===== src/rtl/sprq_pkg.sv =====
package sprq_pkg;

    localparam int QUEUE_DEPTH_DEF = 16;
    localparam int PRIO_BITS_DEF   = 8;

    // fixed payload field widths
    localparam int ID_W         = 4;
    localparam int PRIO_FIELD_W = 8;
    localparam int OCC_W        = 5;
    localparam int PRIO_MAX_W   = 16;

    typedef enum logic [0:0] {
        KIND_ENQ = 1'b0,
        KIND_DEQ = 1'b1
    } op_kind_t;

    typedef enum logic [1:0] {
        STATUS_OK    = 2'd0,
        STATUS_EMPTY = 2'd1,
        STATUS_FULL  = 2'd2
    } queue_status_t;

    typedef struct packed {
        op_kind_t                  kind;
        logic [ID_W-1:0]           proc_id;
        logic [PRIO_FIELD_W-1:0]   prio;
    } req_t;

    typedef struct packed {
        queue_status_t             status;
        logic [ID_W-1:0]           head_id;
        logic [PRIO_FIELD_W-1:0]   head_prio;
        logic [OCC_W-1:0]          occupancy;
    } rsp_t;

endpackage


===== src/rtl/sprq_ram.sv =====
module sprq_ram #(
    parameter int WIDTH = 12,
    parameter int DEPTH = 16
) (
    input  logic                     clk,
    input  logic                     wr_en,
    input  logic [$clog2(DEPTH)-1:0] wr_addr,
    input  logic [WIDTH-1:0]         wr_data,
    input  logic                     rd_en,
    input  logic [$clog2(DEPTH)-1:0] rd_addr,
    output logic [WIDTH-1:0]         rd_data
);

    logic [WIDTH-1:0] mem [DEPTH];

    always_ff @(posedge clk)
    begin
        if (wr_en)
        begin
            mem[wr_addr] <= wr_data;
        end
        if (rd_en)
        begin
            rd_data <= mem[rd_addr];
        end
    end

endmodule


===== src/rtl/stable_priority_ready_queue_core.sv =====
// Dequeue: head read (ST_DEQ), then result register (ST_RESP).
// Enqueue: scans back from the tail, shifting each stored entry it passes over
// one slot toward the tail, one per cycle through the slot RAM read/write ports.
// Full-queue enqueue, empty-queue enqueue and empty-queue dequeue go straight to ST_RESP. One in flight;
// the next is accepted once the previous result has been handed to the output register.
// Reset (rst_n, async low) empties the queue; slot RAM contents are not cleared.
module stable_priority_ready_queue_core #(
    parameter int QUEUE_DEPTH = sprq_pkg::QUEUE_DEPTH_DEF,
    parameter int PRIO_BITS   = sprq_pkg::PRIO_BITS_DEF
) (
    input  logic            clk,
    input  logic            rst_n,
    input  logic            req_valid,
    output logic            req_stall,
    input  sprq_pkg::req_t  req,
    output logic            rsp_valid,
    input  logic            rsp_stall,
    output sprq_pkg::rsp_t  rsp
);

    localparam int PTR_W      = $clog2(QUEUE_DEPTH);
    localparam int CNT_W      = $clog2(QUEUE_DEPTH + 1);
    localparam int ID_W       = sprq_pkg::ID_W;
    localparam int ENTRY_W    = ID_W + PRIO_BITS;
    localparam int PRIO_MAX_W = sprq_pkg::PRIO_MAX_W;
    localparam int PRIO_FLD_W = sprq_pkg::PRIO_FIELD_W;
    localparam int OCC_W      = sprq_pkg::OCC_W;

    typedef enum logic [2:0] {
        ST_IDLE,
        ST_SCAN,
        ST_PLACE,
        ST_DEQ,
        ST_RESP
    } state_t;

    function automatic logic [PTR_W-1:0] ptr_inc(input logic [PTR_W-1:0] p);
        return (p == PTR_W'(QUEUE_DEPTH - 1)) ? '0 : PTR_W'(p + 1'b1);
    endfunction

    function automatic logic [PTR_W-1:0] ptr_dec(input logic [PTR_W-1:0] p);
        return (p == '0) ? PTR_W'(QUEUE_DEPTH - 1) : PTR_W'(p - 1'b1);
    endfunction

    state_t              state_reg;
    logic [CNT_W-1:0]    count_reg;
    logic [PTR_W-1:0]    head_reg;
    logic [PTR_W-1:0]    tail_reg;
    logic [PTR_W-1:0]    cur_reg;
    logic [PTR_W-1:0]    hole_reg;
    logic [CNT_W-1:0]    left_reg;
    logic [ID_W-1:0]     id_reg;
    logic [PRIO_BITS-1:0] prio_reg;
    sprq_pkg::rsp_t      res_reg;
    sprq_pkg::rsp_t      rsp_reg;
    logic                rsp_valid_reg;

    logic                 accept;
    logic                 is_full;
    logic                 is_empty;
    logic [PRIO_BITS-1:0] req_prio;
    logic [ENTRY_W-1:0]   new_entry;
    logic [ENTRY_W-1:0]   rd_data;
    logic [ID_W-1:0]      rd_id;
    logic [PRIO_BITS-1:0] rd_prio;
    logic                 stop_here;

    logic                 mem_wr_en;
    logic [PTR_W-1:0]     mem_wr_addr;
    logic [ENTRY_W-1:0]   mem_wr_data;
    logic                 mem_rd_en;
    logic [PTR_W-1:0]     mem_rd_addr;

    assign req_stall = (state_reg != ST_IDLE);
    assign accept    = req_valid && (state_reg == ST_IDLE);
    assign rsp_valid = rsp_valid_reg;
    assign rsp       = rsp_reg;

    assign is_full   = (count_reg == CNT_W'(QUEUE_DEPTH));
    assign is_empty  = (count_reg == '0);
    assign req_prio  = PRIO_BITS'(PRIO_MAX_W'(req.prio));
    assign new_entry = {id_reg, prio_reg};
    assign rd_id     = rd_data[ENTRY_W-1:PRIO_BITS];
    assign rd_prio   = rd_data[PRIO_BITS-1:0];
    // new entry goes behind anything of equal or higher priority
    assign stop_here = (rd_prio >= prio_reg);

    sprq_ram #(
        .WIDTH (ENTRY_W),
        .DEPTH (QUEUE_DEPTH)
    ) u_slots (
        .clk     (clk),
        .wr_en   (mem_wr_en),
        .wr_addr (mem_wr_addr),
        .wr_data (mem_wr_data),
        .rd_en   (mem_rd_en),
        .rd_addr (mem_rd_addr),
        .rd_data (rd_data)
    );

    always_comb
    begin
        mem_wr_en   = 1'b0;
        mem_wr_addr = hole_reg;
        mem_wr_data = new_entry;
        mem_rd_en   = 1'b0;
        mem_rd_addr = ptr_dec(cur_reg);
        case (state_reg)
            ST_IDLE:
            begin
                if (accept)
                begin
                    if (req.kind == sprq_pkg::KIND_ENQ)
                    begin
                        if (!is_full && is_empty)
                        begin
                            mem_wr_en   = 1'b1;
                            mem_wr_addr = tail_reg;
                            mem_wr_data = {req.proc_id, req_prio};
                        end
                        else if (!is_full)
                        begin
                            mem_rd_en   = 1'b1;
                            mem_rd_addr = ptr_dec(tail_reg);
                        end
                    end
                    else if (!is_empty)
                    begin
                        mem_rd_en   = 1'b1;
                        mem_rd_addr = head_reg;
                    end
                end
            end
            ST_SCAN:
            begin
                mem_wr_en = 1'b1;
                if (!stop_here)
                begin
                    // shift the compared entry one slot toward the tail
                    mem_wr_data = rd_data;
                    if (left_reg != CNT_W'(1))
                    begin
                        mem_rd_en   = 1'b1;
                        mem_rd_addr = ptr_dec(cur_reg);
                    end
                end
            end
            ST_PLACE:
            begin
                mem_wr_en = 1'b1;
            end
            default:
            begin
                mem_wr_en = 1'b0;
            end
        endcase
    end

    always_ff @(posedge clk or negedge rst_n)
    begin
        if (!rst_n)
        begin
            state_reg     <= ST_IDLE;
            count_reg     <= '0;
            head_reg      <= '0;
            tail_reg      <= '0;
            rsp_valid_reg <= 1'b0;
        end
        else
        begin
            if (rsp_valid_reg && !rsp_stall && state_reg != ST_RESP)
            begin
                rsp_valid_reg <= 1'b0;
            end
            case (state_reg)
                ST_IDLE:
                begin
                    if (accept)
                    begin
                        res_reg.head_id   <= '0;
                        res_reg.head_prio <= '0;
                        res_reg.occupancy <= '0;
                        id_reg   <= req.proc_id;
                        prio_reg <= req_prio;
                        if (req.kind == sprq_pkg::KIND_ENQ)
                        begin
                            if (is_full)
                            begin
                                res_reg.status <= sprq_pkg::STATUS_FULL;
                                state_reg      <= ST_RESP;
                            end
                            else if (is_empty)
                            begin
                                res_reg.status <= sprq_pkg::STATUS_OK;
                                count_reg      <= CNT_W'(count_reg + 1'b1);
                                tail_reg       <= ptr_inc(tail_reg);
                                state_reg      <= ST_RESP;
                            end
                            else
                            begin
                                cur_reg   <= ptr_dec(tail_reg);
                                hole_reg  <= tail_reg;
                                left_reg  <= count_reg;
                                state_reg <= ST_SCAN;
                            end
                        end
                        else if (is_empty)
                        begin
                            res_reg.status <= sprq_pkg::STATUS_EMPTY;
                            state_reg      <= ST_RESP;
                        end
                        else
                        begin
                            state_reg <= ST_DEQ;
                        end
                    end
                end
                ST_SCAN:
                begin
                    if (stop_here)
                    begin
                        res_reg.status <= sprq_pkg::STATUS_OK;
                        count_reg      <= CNT_W'(count_reg + 1'b1);
                        tail_reg       <= ptr_inc(tail_reg);
                        state_reg      <= ST_RESP;
                    end
                    else
                    begin
                        hole_reg <= cur_reg;
                        if (left_reg == CNT_W'(1))
                        begin
                            state_reg <= ST_PLACE;
                        end
                        else
                        begin
                            cur_reg  <= ptr_dec(cur_reg);
                            left_reg <= CNT_W'(left_reg - 1'b1);
                        end
                    end
                end
                ST_PLACE:
                begin
                    res_reg.status <= sprq_pkg::STATUS_OK;
                    count_reg      <= CNT_W'(count_reg + 1'b1);
                    tail_reg       <= ptr_inc(tail_reg);
                    state_reg      <= ST_RESP;
                end
                ST_DEQ:
                begin
                    res_reg.status    <= sprq_pkg::STATUS_OK;
                    res_reg.head_id   <= rd_id;
                    res_reg.head_prio <= PRIO_FLD_W'(PRIO_MAX_W'(rd_prio));
                    head_reg          <= ptr_inc(head_reg);
                    count_reg         <= CNT_W'(count_reg - 1'b1);
                    state_reg         <= ST_RESP;
                end
                ST_RESP:
                begin
                    if (!rsp_valid_reg || !rsp_stall)
                    begin
                        rsp_reg       <= {res_reg.status, res_reg.head_id,
                                          res_reg.head_prio, OCC_W'(count_reg)};
                        rsp_valid_reg <= 1'b1;
                        state_reg     <= ST_IDLE;
                    end
                end
                default:
                begin
                    state_reg <= ST_IDLE;
                end
            endcase
        end
    end

`ifndef SYNTHESIS
    a_count_bound: assert property (@(posedge clk) disable iff (!rst_n)
        count_reg <= CNT_W'(QUEUE_DEPTH))
        else $error("entry count above queue depth");

    a_no_rw_collision: assert property (@(posedge clk) disable iff (!rst_n)
        !(mem_wr_en && mem_rd_en && (mem_wr_addr == mem_rd_addr)))
        else $error("slot read and write hit the same entry");

    a_scan_has_entries: assert property (@(posedge clk) disable iff (!rst_n)
        (state_reg == ST_SCAN) |-> (left_reg != '0) && !is_empty && !is_full)
        else $error("insert scan with no entries left to compare");

    a_deq_count: assert property (@(posedge clk) disable iff (!rst_n)
        (state_reg == ST_DEQ) |=> (count_reg == CNT_W'($past(count_reg) - 1'b1)))
        else $error("dequeue did not drop the entry count by one");

    a_rsp_load: assert property (@(posedge clk) disable iff (!rst_n)
        (state_reg == ST_RESP && (!rsp_valid_reg || !rsp_stall)) |=>
        (rsp_valid_reg && state_reg == ST_IDLE))
        else $error("result not handed to output register");
`endif

endmodule


===== config.mk =====
export PLATFORM = sky130hd
export DESIGN_NAME = stable_priority_ready_queue_core
export DESIGN_NICKNAME = d
export VERILOG_FILES = /design/src/rtl/sprq_pkg.sv /design/src/rtl/sprq_ram.sv /design/src/rtl/stable_priority_ready_queue_core.sv
export SDC_FILE = /design/constraint.sdc
export NUM_CORES = 1
export LEC_CHECK = 0
export ABC_AREA = 1
export BUFFER_PORTS_ARGS = -buffer_cell sky130_fd_sc_hd__buf_2
export CAP_MARGIN = 20
export CORE_MARGIN = 4
export CORE_UTILIZATION = 49
export DETAILED_ROUTE_END_ITERATION = 10
export PLACE_DENSITY = 0.75
export SKIP_LAST_GASP = 1
export SLEW_MARGIN = 30
export SYNTH_ARGS = -nofsm -noshare
export SYNTH_HDL_FRONTEND = slang
export SYNTH_HIERARCHICAL = 1
export SYNTH_SLANG_ARGS = --single-unit

===== constraint.sdc =====
create_clock -name clk -period 3 [get_ports clk]
set_input_delay 0.6 -clock clk [delete_from_list [all_inputs] [get_ports clk]]
set_output_delay 0.6 -clock clk [all_outputs]
set_load 0.03 [all_outputs]

==> impl_metrics.env <==
export IMPL_largest_reg_flops=192
export IMPL_die_area_um2=28400
export IMPL_antenna_found_initial=0
export IMPL_cp_max_fo=48
export IMPL_violations="hold timing"
export IMPL_start_util=0.500
export IMPL_tightest_slew_ns=0.589
export IMPL_crit_arrival_ns=3.25
export IMPL_syn_cell_area_um2=12600
export IMPL_grt_pass1_wl_um=46600
export IMPL_cts_sinks=279
export IMPL_insertion_delay_ns=0.54
export IMPL_gr_total_overflow=0
export IMPL_syn_avg_cell_area_um2=10.3
export IMPL_dpl_worst_slack_ns=0.242
export IMPL_synth_top_cell_area_share=0.623
export IMPL_tns_ns=0
export IMPL_drt_initial_drc_count=1132
export IMPL_finalHoldViolations=7
export IMPL_post_route_period_util=0.951
export IMPL_grt_pass1_vias=8631
export IMPL_rsz0062_at_grt="no"
export IMPL_gp_congestion=0.890
export IMPL_status="complete, but fails checks"
export IMPL_crit_path_start="count_reg[1]"
export IMPL_fp_dieH_um=169
export IMPL_hold_ws_ns=-0.00302
export IMPL_end_kind="register"
export IMPL_power_density_nw_per_um2=1110
export IMPL_tritoncts="yes"
export IMPL_layout_setup_ws_ns=0.147
export IMPL_path_class="register to register"
export IMPL_std_cell_rows=58
export IMPL_max_freq_mhz=350
export IMPL_cts_made_buffers=28
export IMPL_start_kind="register"
export IMPL_finalSetupViolCount=0
export IMPL_clock_skew_final_ns=0.0153
export IMPL_min_period_ns=2.85
export IMPL_reg2reg_setup_slack_ns=0.15
export IMPL_cp_required_ns=3.39
export IMPL_route_detailed_drc=0
export IMPL_num_vias=8854
export IMPL_syn_to_final_growth_pct=13.3
export IMPL_leakagePower_nw=6.20
export IMPL_die_w_um=169
export IMPL_ff2ff_path_depth=11
export IMPL_r2r_start="count_reg[1]"
export IMPL_cts_resized=0
export IMPL_hpwl_um=19600
export IMPL_wl_per_cell_um=18.2
export IMPL_grtUsageTotal=0.208
export IMPL_yosys_top_cells_area="edfxtp_1 (62%), nand2_1 (10%), nand3_1 (6.9%)"
export IMPL_wl_um=30000
export IMPL_ys_warn_count=6
export IMPL_h_tree_depth=1
export IMPL_grt_max_degree=97
export IMPL_layout_nets=1332
export IMPL_min_path_type="input port to asynchronous set/reset pin"
export IMPL_core_area_um2=25300
export IMPL_peakVddDrop_mv=0.761
export IMPL_synth_cell_type_count=35
export IMPL_post_synth_inst_count=1225
export IMPL_cap_viol_max_count=0
export IMPL_ys_seq_area_frac=0.657
export IMPL_syn_num_nets=1260
export IMPL_vias_per_cell=5.37
export IMPL_synth_seq_cells=279
export IMPL_ant_nets=0
export IMPL_yosysTopAreaCell="edfxtp_1"
export IMPL_portBuffers=37
export IMPL_crit_path_end="u_slots/rd_data[6]"
export IMPL_ios=38
export IMPL_antenna_cells=0
export IMPL_cts_path_max_buffers=3
export IMPL_timing_rr_end="u_slots/rd_data[6]"
export IMPL_cts_setup_buffers=0
export IMPL_slew_headroom=0.607
export IMPL_drt_first_pass_iters=7
export IMPL_cts_root_buf="clkbuf_16"
export IMPL_drv_slew=0
export IMPL_clk_pin_slew_worst_paths_ns=0.06
export IMPL_ctsHoldBuffers=0
export IMPL_drive_gt1_frac=0.115
## critical path, cell delays in order (launching register included)
cell	delay, ns
dfrtp_1	0.45
nor2_1	0.18
nand3_2	0.17
a21oi_1	0.32
nor2_1	0.15
buf_4	0.18
o21ai_4	0.13
buf_4	0.51
nand3_1	0.14
nand3_1	0.13
nand3_1	0.21
nand2_1	0.12
## where the power goes
part           switching [W]  total [W]  internal (W)
clock network        0.00140    0.00342       0.00203
registers           0.000372    0.00589       0.00552
logic                0.00463    0.00656       0.00193
total                0.00640     0.0159       0.00947
## kinds of logic (layout without fill, tap and decap cells)
| family | after synthesis | after routing | share of synthesized area |
|---|---|---|---|
| AOI/OAI and AO/OA | 47 | 47 | 0.0193 |
| xor gates and xnor gates | 12 | 12 | 0.00833 |
| adders and majority gates | 18 | 18 | 0.0184 |
| buffers and inverters | 259 | 353 | 0.0854 |
| DFF | 279 | 279 | 0.657 |
| muxes | 4 | 4 | 0.00317 |
| and+or+nand+nor | 606 | 606 | 0.208 |
## worst min-delay path by stage
stage | from | cells after the start | endpoint | slack [ns]
after global routing | rst_n | 1 | rsp_valid | 0.03
after global placement | res_reg[5] | 0 | rsp[5] | 0.40
final | rst_n | 1 | count_reg[3] | -0.003
after floorplan | rst_n | 0 | count_reg[0] | 0.30
after detailed placement | res_reg[6] | 0 | rsp[6] | 0.41
after CTS | rst_n | 1 | count_reg[4] | 0.004
## final cells by class
cell class | instances | area [um2]
clock buffers | 39 | 763
clock inverters | 13 | 136
fillers | 2115 | 10900
inverters | 210 | 788
multi-input cells | 687 | 3280
flip-flops and latches | 279 | 8290
well taps | 330 | 413
repair buffers | 91 | 628
## cell usage after synthesis
library cell    n
edfxtp_1      262
o21ai_1         1
fa_1            1
nand2_2         4
nand4_1        15
and3_1          1
a21oi_1         9
xnor2_1         3
mux2i_1         4
buf_1           5
o22ai_1         3
buf_6           8
nand3b_1        2
nor3_4          1
o21ai_0        31
ha_1           17
a21o_1          1
and2_1          1
nor3_1          3
nor2_1         46
dfrtp_1        17
nor3b_1         1
nand2_4         2
inv_2           7
nand3_2         3
nor2_4          3
inv_1         203
nand3_1       174
clkbuf_1        9
nor4_1          1
xor2_1          9
buf_2          22
buf_4           5
nand2_1       349
a31oi_1         2
## layout by cell type, fill, tap and decap left out, types with 4 or more instances in the layout
cell and instances:
nor2_1 46, clkinv_2 4, o21ai_0 27, nand2_2 4
mux2i_1 4, ha_1 17, dfrtp_1 17, nand2_1 349
clkinv_1 5, nand3_1 174, nand4_1 15, clkbuf_16 29
edfxtp_1 262, inv_1 203, inv_2 7, xor2_1 9
clkbuf_1 10, a21oi_1 9, buf_2 37, buf_4 51
## per-layer routing
metal	vias up	global-route usage	wire length [um]	part of all wire
met5	-	0	0	0
met4	0	0.0780	958	0.032
met3	72	0.0392	2790	0.093
met2	436	0.340	14500	0.48
met1	4190	0.278	11800	0.39
li1	4156	-	-	-
## per-stage QoR
step                instances  power [W]   util  area [um2]
CTS                      1649     0.0159  0.566       14300
global route             1649     0.0167  0.566       14300
detailed placement       1597     0.0124  0.531       13400
floorplan                1225     0.0101      -       12600
global placement         1597     0.0122  0.531       13400
finish                   1649     0.0159  0.566       14300
(Power assumes the default switching activity.)
